===== src/design/urx_pkg.sv =====
package urx_pkg;

    localparam int RING_DEPTH   = 256;
    localparam int POS_W        = $clog2(RING_DEPTH);
    localparam int SIZE_W       = $clog2(RING_DEPTH + 1);
    localparam int MIN_RING     = 2;
    localparam int NUM_COUNTERS = 9;
    localparam int NUM_FLAGS    = 5;
    localparam int CNT_W        = 32;
    localparam int BURST_W      = 16;

    localparam int CNT_SERVICES  = 0;
    localparam int CNT_BYTES     = 1;
    localparam int CNT_OVERRUN   = 2;
    localparam int CNT_RING_OVF  = 7;
    localparam int CNT_MAX_BURST = 8;

    localparam logic RC_OK    = 1'b0;
    localparam logic RC_EMPTY = 1'b1;

    typedef enum logic [2:0] {
        OP_BYTE      = 3'd0,
        OP_BURST_END = 3'd1,
        OP_READ      = 3'd2,
        OP_FLUSH     = 3'd3,
        OP_READ_CNT  = 3'd4,
        OP_CLEAR     = 3'd5
    } t_op;

    typedef enum logic {
        S_IDLE,
        S_READ
    } t_state;

endpackage


===== src/design/uart_rx_ring_with_error_counters.sv =====
// UART receive ring with error and burst statistics.
//
// Request channel: i_in_valid / o_in_stall carrying operation, data_byte,
// claimed_by_transfer, error_flags and counter_index. Result channel:
// o_out_valid / i_out_stall, one result per request, held in an output
// register; a new request is taken in the cycle the previous result is taken.
// Config channel: i_cfg_valid / o_cfg_ready writes ring_size (clamped to
// 2..256); a write empties the ring, clears counters and burst state.
//
// Results: o_out_valid is driven from a register; a read of a non-empty
// ring first passes through S_READ, because the ring RAM read data is
// registered. Throughput: 1 request per cycle while o_in_stall is low; a
// read that pops a byte holds off the next request until its data returns.
//
// Reset (synchronous, i_rst_n low): ring empty, counters zero, size 256.
// Ring RAM contents are not cleared; only written slots are read back.
// When the receiver stalls with a result pending, o_in_stall rises and
// holds off further requests until the result is taken.
module uart_rx_ring_with_error_counters
    import urx_pkg::*;
(
    input  logic                 i_clk,
    input  logic                 i_rst_n,

    input  logic                 i_cfg_valid,
    output logic                 o_cfg_ready,
    input  logic [SIZE_W-1:0]    i_cfg_ring_size,

    input  logic                 i_in_valid,
    output logic                 o_in_stall,
    input  logic [2:0]           i_operation,
    input  logic [7:0]           i_data_byte,
    input  logic                 i_claimed_by_transfer,
    input  logic [NUM_FLAGS-1:0] i_error_flags,
    input  logic [3:0]           i_counter_index,

    output logic                 o_out_valid,
    input  logic                 i_out_stall,
    output logic [7:0]           o_read_data,
    output logic                 o_result_code,
    output logic                 o_byte_available,
    output logic [4:0]           o_event_bits,
    output logic [CNT_W-1:0]     o_counter_value
);

    t_state               r_state, n_state;
    logic [SIZE_W-1:0]    r_ring_size, n_ring_size;
    logic [POS_W-1:0]     r_rd_pos, n_rd_pos;
    logic [POS_W-1:0]     r_wr_pos, n_wr_pos;
    logic [BURST_W-1:0]   r_burst_cnt, n_burst_cnt;
    logic                 r_burst_stored, n_burst_stored;
    logic                 r_burst_dropped, n_burst_dropped;
    logic [CNT_W-1:0]     r_cnt [NUM_COUNTERS];
    logic [CNT_W-1:0]     n_cnt [NUM_COUNTERS];

    logic                 r_out_valid, n_out_valid;
    logic [7:0]           r_read_data, n_read_data;
    logic                 r_result_code, n_result_code;
    logic                 r_byte_avail, n_byte_avail;
    logic [4:0]           r_events, n_events;
    logic [CNT_W-1:0]     r_cnt_value, n_cnt_value;

    logic                 accept;
    logic                 cfg_wr;
    logic                 out_take;
    logic [SIZE_W-1:0]    wr_inc;
    logic [SIZE_W-1:0]    rd_inc;
    logic [POS_W-1:0]     wr_next;
    logic [POS_W-1:0]     rd_next;
    logic                 ring_full;
    logic                 ring_empty;
    logic                 ram_we;
    logic                 ram_re;
    logic [7:0]           ram_rdata;
    t_op                  op;

    assign o_cfg_ready = (r_state == S_IDLE);
    // a pending config write holds off requests so the two never share an edge
    assign o_in_stall  = (r_state != S_IDLE) || (r_out_valid && i_out_stall) || i_cfg_valid;
    assign accept      = i_in_valid && !o_in_stall;
    assign cfg_wr      = i_cfg_valid && o_cfg_ready;
    assign out_take    = r_out_valid && !i_out_stall;
    assign op          = t_op'(i_operation);

    // wrap positions at the configured size
    assign wr_inc     = SIZE_W'(r_wr_pos) + SIZE_W'(1);
    assign rd_inc     = SIZE_W'(r_rd_pos) + SIZE_W'(1);
    assign wr_next    = (wr_inc >= r_ring_size) ? '0 : wr_inc[POS_W-1:0];
    assign rd_next    = (rd_inc >= r_ring_size) ? '0 : rd_inc[POS_W-1:0];
    assign ring_full  = (wr_next == r_rd_pos);
    assign ring_empty = (r_rd_pos == r_wr_pos);

    assign ram_we = accept && !cfg_wr && (op == OP_BYTE) && !i_claimed_by_transfer
                    && !ring_full;
    assign ram_re = accept && !cfg_wr && (op == OP_READ) && !ring_empty;

    urx_ram #(
        .WIDTH (8),
        .DEPTH (RING_DEPTH)
    ) u_ring (
        .i_clk   (i_clk),
        .i_we    (ram_we),
        .i_waddr (r_wr_pos),
        .i_wdata (i_data_byte),
        .i_re    (ram_re),
        .i_raddr (r_rd_pos),
        .o_rdata (ram_rdata)
    );

    always_ff @(posedge i_clk) begin
        if (!i_rst_n) begin
            r_state <= S_IDLE;
        end else begin
            r_state <= n_state;
        end
    end

    always_comb begin
        n_state         = r_state;
        n_ring_size     = r_ring_size;
        n_rd_pos        = r_rd_pos;
        n_wr_pos        = r_wr_pos;
        n_burst_cnt     = r_burst_cnt;
        n_burst_stored  = r_burst_stored;
        n_burst_dropped = r_burst_dropped;
        n_cnt           = r_cnt;
        n_out_valid     = r_out_valid && !out_take;
        n_read_data     = r_read_data;
        n_result_code   = r_result_code;
        n_byte_avail    = r_byte_avail;
        n_events        = r_events;
        n_cnt_value     = r_cnt_value;

        unique case (r_state)
            S_IDLE: begin
                if (cfg_wr) begin
                    if (i_cfg_ring_size < SIZE_W'(MIN_RING)) begin
                        n_ring_size = SIZE_W'(MIN_RING);
                    end else if (i_cfg_ring_size > SIZE_W'(RING_DEPTH)) begin
                        n_ring_size = SIZE_W'(RING_DEPTH);
                    end else begin
                        n_ring_size = i_cfg_ring_size;
                    end
                    n_rd_pos        = '0;
                    n_wr_pos        = '0;
                    n_burst_cnt     = '0;
                    n_burst_stored  = 1'b0;
                    n_burst_dropped = 1'b0;
                    for (int k = 0; k < NUM_COUNTERS; k++) begin
                        n_cnt[k] = '0;
                    end
                end else if (accept) begin
                    n_read_data   = '0;
                    n_result_code = RC_OK;
                    n_events      = '0;
                    n_cnt_value   = '0;
                    n_out_valid   = 1'b1;
                    case (op)
                        OP_BYTE: begin
                            if (r_burst_cnt != '1) begin
                                n_burst_cnt = r_burst_cnt + BURST_W'(1);
                            end
                            if (!i_claimed_by_transfer) begin
                                n_burst_stored = 1'b1;
                                if (ring_full) begin
                                    n_cnt[CNT_RING_OVF] = r_cnt[CNT_RING_OVF] + CNT_W'(1);
                                    n_burst_dropped     = 1'b1;
                                end else begin
                                    n_wr_pos = wr_next;
                                end
                            end
                        end
                        OP_BURST_END: begin
                            n_cnt[CNT_SERVICES] = r_cnt[CNT_SERVICES] + CNT_W'(1);
                            n_cnt[CNT_BYTES]    = r_cnt[CNT_BYTES] + CNT_W'(r_burst_cnt);
                            if (CNT_W'(r_burst_cnt) > r_cnt[CNT_MAX_BURST]) begin
                                n_cnt[CNT_MAX_BURST] = CNT_W'(r_burst_cnt);
                            end
                            for (int k = 0; k < NUM_FLAGS; k++) begin
                                if (i_error_flags[k]) begin
                                    n_cnt[CNT_OVERRUN+k] = r_cnt[CNT_OVERRUN+k] + CNT_W'(1);
                                end
                            end
                            n_events        = {r_burst_stored, r_burst_dropped,
                                               i_error_flags[2:0]};
                            n_burst_cnt     = '0;
                            n_burst_stored  = 1'b0;
                            n_burst_dropped = 1'b0;
                        end
                        OP_READ: begin
                            if (ring_empty) begin
                                n_result_code = RC_EMPTY;
                            end else begin
                                // data comes back from the RAM next cycle
                                n_rd_pos    = rd_next;
                                n_out_valid = 1'b0;
                                n_state     = S_READ;
                            end
                        end
                        OP_FLUSH: begin
                            n_rd_pos = r_wr_pos;
                        end
                        OP_READ_CNT: begin
                            if (i_counter_index < 4'(NUM_COUNTERS)) begin
                                n_cnt_value = r_cnt[i_counter_index];
                            end
                        end
                        OP_CLEAR: begin
                            for (int k = 0; k < NUM_COUNTERS; k++) begin
                                n_cnt[k] = '0;
                            end
                        end
                        default: begin
                        end
                    endcase
                    n_byte_avail = (n_rd_pos != n_wr_pos);
                end
            end
            S_READ: begin
                n_out_valid  = 1'b1;
                n_read_data  = ram_rdata;
                n_byte_avail = !ring_empty;
                n_state      = S_IDLE;
            end
            default: begin
                n_state = S_IDLE;
            end
        endcase
    end

    always_ff @(posedge i_clk) begin
        if (!i_rst_n) begin
            r_ring_size     <= SIZE_W'(RING_DEPTH);
            r_rd_pos        <= '0;
            r_wr_pos        <= '0;
            r_burst_cnt     <= '0;
            r_burst_stored  <= 1'b0;
            r_burst_dropped <= 1'b0;
            r_out_valid     <= 1'b0;
            for (int k = 0; k < NUM_COUNTERS; k++) begin
                r_cnt[k] <= '0;
            end
        end else begin
            r_ring_size     <= n_ring_size;
            r_rd_pos        <= n_rd_pos;
            r_wr_pos        <= n_wr_pos;
            r_burst_cnt     <= n_burst_cnt;
            r_burst_stored  <= n_burst_stored;
            r_burst_dropped <= n_burst_dropped;
            r_out_valid     <= n_out_valid;
            r_cnt           <= n_cnt;
        end
    end

    always_ff @(posedge i_clk) begin
        r_read_data   <= n_read_data;
        r_result_code <= n_result_code;
        r_byte_avail  <= n_byte_avail;
        r_events      <= n_events;
        r_cnt_value   <= n_cnt_value;
    end

    assign o_out_valid      = r_out_valid;
    assign o_read_data      = r_read_data;
    assign o_result_code    = r_result_code;
    assign o_byte_available = r_byte_avail;
    assign o_event_bits     = r_events;
    assign o_counter_value  = r_cnt_value;

    a_read_one_cycle: assert property (@(posedge i_clk) disable iff (!i_rst_n)
        r_state == S_READ |=> r_state == S_IDLE)
        else $error("ring read wait lasted more than one cycle");

    a_read_out_free: assert property (@(posedge i_clk) disable iff (!i_rst_n)
        r_state == S_READ |-> !r_out_valid)
        else $error("output register busy while ring read data returns");

    a_pos_in_range: assert property (@(posedge i_clk) disable iff (!i_rst_n)
        (SIZE_W'(r_rd_pos) < r_ring_size) && (SIZE_W'(r_wr_pos) < r_ring_size))
        else $error("ring position beyond configured size");

    a_empty_no_data: assert property (@(posedge i_clk) disable iff (!i_rst_n)
        r_out_valid && (r_result_code == RC_EMPTY) |-> (r_read_data == '0))
        else $error("empty read returned data");

    a_max_burst_bound: assert property (@(posedge i_clk) disable iff (!i_rst_n)
        r_cnt[CNT_MAX_BURST][CNT_W-1:BURST_W] == '0)
        else $error("max burst counter exceeds burst count range");

endmodule


===== src/design/urx_ram.sv =====
module urx_ram #(
    parameter int WIDTH = 8,
    parameter int DEPTH = 256
) (
    input  logic                     i_clk,
    input  logic                     i_we,
    input  logic [$clog2(DEPTH)-1:0] i_waddr,
    input  logic [WIDTH-1:0]         i_wdata,
    input  logic                     i_re,
    input  logic [$clog2(DEPTH)-1:0] i_raddr,
    output logic [WIDTH-1:0]         o_rdata
);

    logic [WIDTH-1:0] r_mem [DEPTH];
    logic [WIDTH-1:0] r_rdata;

    always_ff @(posedge i_clk) begin
        if (i_we) begin
            r_mem[i_waddr] <= i_wdata;
        end
        if (i_re) begin
            r_rdata <= r_mem[i_raddr];
        end
    end

    assign o_rdata = r_rdata;

endmodule


===== config.mk =====
export PLATFORM = sky130hd
export DESIGN_NAME = uart_rx_ring_with_error_counters
export DESIGN_NICKNAME = d
export VERILOG_FILES = /design/src/design/urx_pkg.sv /design/src/design/uart_rx_ring_with_error_counters.sv /design/src/design/urx_ram.sv
export SDC_FILE = /design/constraint.sdc
export NUM_CORES = 2
export LEC_CHECK = 0
export BUFFER_PORTS_ARGS = -buffer_cell sky130_fd_sc_hd__buf_2
export CAP_MARGIN = 25
export CORE_UTILIZATION = 35
export CTS_CLUSTER_DIAMETER = 80
export DETAILED_ROUTE_END_ITERATION = 8
export GPL_TIMING_DRIVEN = 0
export PLACE_DENSITY = 0.52
export REMOVE_ABC_BUFFERS = 1
export SYNTH_ARGS = -nofsm -noshare
export SYNTH_HDL_FRONTEND = slang
export SYNTH_SLANG_ARGS = --single-unit

===== constraint.sdc =====
create_clock -name i_clk -period 6.5 [get_ports i_clk]
set_clock_uncertainty 0.05 [all_clocks]
set_input_delay 0.975 -clock i_clk [delete_from_list [all_inputs] [get_ports i_clk]]
set_output_delay 0.975 -clock i_clk [all_outputs]
set_load 0.05 [all_outputs]

==> summary.txt <==
Die
  – Die area: approximately 0.28 mm²
  – I/O pins: 85
  – Die H: around 530 µm
  – Initial core utilization: a little over a third
  – Core Area: between 0.2 and 0.3 mm²
  – Die Span X: around 530 µm
  – Rows: approximately 190

Critical path
  – Critical Path RT: 6.88 ns
  – CP Launch Type: flop
  – Crit. End Element: flop
  – WP data arrival: a little under 7 ns
  – CP Capture Point: u_ring.r_mem[130][7]
  – CP Class: reg -> reg
  – R2r setup slk: between 0.15 and 0.2 ns
  – Cells on worst reg2reg path: 16
  – Crit Path Max Fanout: 16
  – Critical Path Start: r_wr_pos[0]
  – Reg2Reg Capture Point: u_ring.r_mem[130][7]
  – Reg-to-Reg Start: r_wr_pos[0]

STA
  – Tcrit/Tclk final: a little over nine tenths
  – Worst slew margin: between 20% and 30%
  – # setup viols final: 0
  – Number of hold violations in the final report: 0
  – Fmax: around 160 MHz
  – Worst-Margin Slew: 1.167 ns
  – RSZ-0062 raised after global routing: true
  – Setup_tns: 0 ns
  – WHS: between 0.4 and 0.5 ns
  – Slew Viols, Final: 0
  – Final worst path period need: approximately 6.3 ns

Clock network
  – Clk root buf: clkbuf_16
  – H-tree levels: 5
  – Num Clock Sinks: between 2000 and 2500
  – Worst-path clk slew: about 0.060 ns
  – Latest clock arrival within the worst-skew pair: 0.82 ns
  – Inserted Clock Buffers: about 270
  – CTS tree: done
  – CTS Hold Buffers Added: 0
  – CTS Buffer Depth: 4

Global routing
  – Total GRT Usage: 17.36%
  – Number of global-route vias before repair: 51015
  – Global-route wire length before repair: approximately 360000 µm
  – Antenna violations before repair: 8
  – Grt ovf: 0
  – Largest net degree at the start of global routing: approximately 150

Route
  – Per-cell routed wire length: 26.24 µm
  – ANT nets after route: 0
  – First DRT Iteration DRCs: ~4400
  – Drc violations: 0
  – Vias per inst: 5.311
  – Pre-Repair DR Iteration Count: 5
  – Drt total wl: about 250000 µm
  – Detailed-route via count: 50353

Pwr
  – Static Leak: about 34 nW
  – P_sw: about 6.6 mW
  – Cell internal pwr: between 20 and 30 mW
  – Cell area power density: 281.5 mW/mm²
  – Sequential group share of total power: a little over half
  – Gate power share: between 1.5 and 2%
  – Peak VDD IR: around 190 µV
  – Switching fraction of total power: roughly a fifth
  – Overall power: ~32 mW
  – Clk network pwr share: 45.6%

Job
  – Max cap viols: 0

Synth
  – Synth Flop Type: edfxtp_1
  – Synth warnings: 0
  – Post-Syn Area: approximately 0.1 mm²
  – EDFF count, synth: ~2100
  – Register area share after synthesis: 70.44%
  – Synth unique cells: 75
  – Avg Cell Area, Syn: around 18 µm²
  – Synth async-reset ratio: 0%
  – Seq cells post-synth: approximately 2400
  – Mapped Cells: around 5400

Placement
  – Post-Place Cells: roughly 9000
  – IO buf count: 84
  – Hpwl dp: between 150000 and 200000 µm
  – Routability Congestion: 0.7753

Finish
  – Multi-input logic area: ~0.029 mm²
  – Sequential Area: ~0.070 mm²
  – Non-Filler Instances: between 9000 and 10000
  – Filler instances: around 25000
  – Synth-to-layout area growth: 15.75%
  – Share of cells above drive strength 1: 28.26%
  – Fin nets: 5665

Min path
  – Min-Delay Path Class: in -> reg

Outcome
  – Status: complete, no violations
## power groups by stage
stage	sequential (mW)	combinational, mW	clock [mW]
2_1_floorplan	17.3	0.141	0
3_3_place_gp	17.3	0.521	0
3_5_place_dp	17.2	0.597	0
4_1_cts	16.9	0.596	15.0
5_1_grt	16.9	0.634	15.6
6_report	16.9	0.585	14.7
## cells in the final DEF, fill, tap and decap left out, drive strengths merged, types with 73 or more instances in the layout
| master | instances |
|---|---|
| xor2 | 126 |
| edfxtp | 2103 |
| nand2 | 203 |
| clkinv | 101 |
| buf | 181 |
| clkbuf | 331 |
| inv | 80 |
| dfxtp | 317 |
| o21ai | 103 |
| nor2 | 565 |
| nand3 | 118 |
| a21oi | 73 |
| xnor2 | 106 |
| mux4 | 744 |
## how the worst min path moves through the flow
stage | startpoint | cells past startpoint | end | slack [ns]
global route | i_cfg_ring_size[3] | 3 | r_ring_size[3] | 0.37
detailed placement | r_ring_size[7] | 2 | r_ring_size[7] | 0.41
global placement | r_ring_size[7] | 2 | r_ring_size[7] | 0.41
floorplan | r_burst_dropped | 2 | r_burst_dropped | 0.39
CTS | i_cfg_ring_size[2] | 3 | r_ring_size[2] | 0.33
finish | i_cfg_ring_size[2] | 3 | r_ring_size[2] | 0.40
## flip-flops by register name, summed over array words and instances, names as in the netlist
register          count
o_out_valid           1
o_event_bits          5
r_wr_pos              8
r_ring_size           9
u_ring.o_rdata        8
r_rd_pos              8
u_ring.r_mem       2048
o_byte_available      1
r_cnt               272
o_read_data           8
r_burst_dropped       1
o_result_code         1
o_counter_value      32
r_state               1
r_burst_cnt          16
r_burst_stored        1
## final cells by class
type | count | area share [%]
antenna | 2 | 0.004383
clock buffer | 329 | 6.348
clock inverter | 132 | 0.9861
inverter | 71 | 0.2356
multi-input combinational | 2619 | 25.15
sequential | 2420 | 60.88
tap | 3724 | 4.080
timing repair buffer | 183 | 2.323
## layer usage
layer / GRT usage (%) / up-vias / routed length [µm]
li1: - / 21974 / -
met1: 24.82 / 26771 / 111800
met2: 27.94 / 1307 / 119000
met3: 2.683 / 299 / 13050
met4: 3.859 / 2 / 4817
met5: 0 / - / 13
## cell usage after synthesis, types with 11 or more instances
| library cell | n | area, µm² |
|---|---|---|
| a21boi_0 | 14 | 105.1 |
| a21o_1 | 17 | 127.6 |
| a21oi_1 | 73 | 365.4 |
| a22o_1 | 17 | 148.9 |
| a22oi_1 | 21 | 157.7 |
| and2_1 | 39 | 244.0 |
| and3_1 | 70 | 437.9 |
| buf_1 | 23 | 86.33 |
| buf_2 | 60 | 300.3 |
| clkbuf_1 | 202 | 758.2 |
| dfxtp_1 | 317 | 6346 |
| edfxtp_1 | 2103 | 63150 |
| ha_1 | 63 | 788.3 |
| inv_1 | 68 | 255.2 |
| mux2i_1 | 41 | 410.4 |
| mux4_2 | 744 | 16760 |
| nand2_1 | 202 | 758.2 |
| nand2b_1 | 11 | 68.82 |
| nand3_1 | 116 | 580.6 |
| nand4_1 | 50 | 312.8 |
| nor2_1 | 563 | 2113 |
| nor2b_1 | 41 | 256.5 |
| nor3_1 | 37 | 185.2 |
| o21a_1 | 11 | 82.58 |
| o21ai_0 | 96 | 480.5 |
| or3_1 | 36 | 225.2 |
| xnor2_1 | 106 | 928.4 |
| xor2_1 | 126 | 1104 |
## cells by family (layout without fill, tap and decap cells)
family,after synthesis,count (layout),share of synthesized area [%]
compound gates,321,321,2.079
xor+xnor,233,233,2.082
mux,786,786,17.41
buf+inv,360,715,1.465
flops,2420,2420,70.44
simple gates,1214,1215,5.701
fa+ha+maj,64,64,0.8193
other cells,0,2,0
## worst max-delay path: stages, from the launching register on
cell and delay (ns):
dfxtp_1 0.62, ha_2 0.54, nand3_4 0.18, or3_4 0.46, nand2_1 0.15, ha_1 0.26, nand4_1 0.13, nor3_1 0.08
a211oi_2 0.52, buf_6 0.24, or3_1 0.11, nand3_1 0.21, a31oi_4 0.42, nand2_2 0.30, nor2_4 0.46, nand2_2 0.55
nor2_2 0.61
## metrics by stage
step                      util, %  area, µm²  setup WS, ns
after detailed placement    37.44     104800        -1.257
final                       40.80     114200        0.1513
after global placement      36.64     102600        -31.11
after floorplan                 -      97480        -18.58
after CTS                   40.52     113400       -0.3621
after global routing        40.80     114200      -0.06226
## timing repair
item	CTS	global route
cloned	1	0
pin swaps	0	1
buffers inserted	1	5
setup endpoints to repair	2042	2030
resized for setup	79	235
Note: power is estimated with default switching activity, not from simulation.
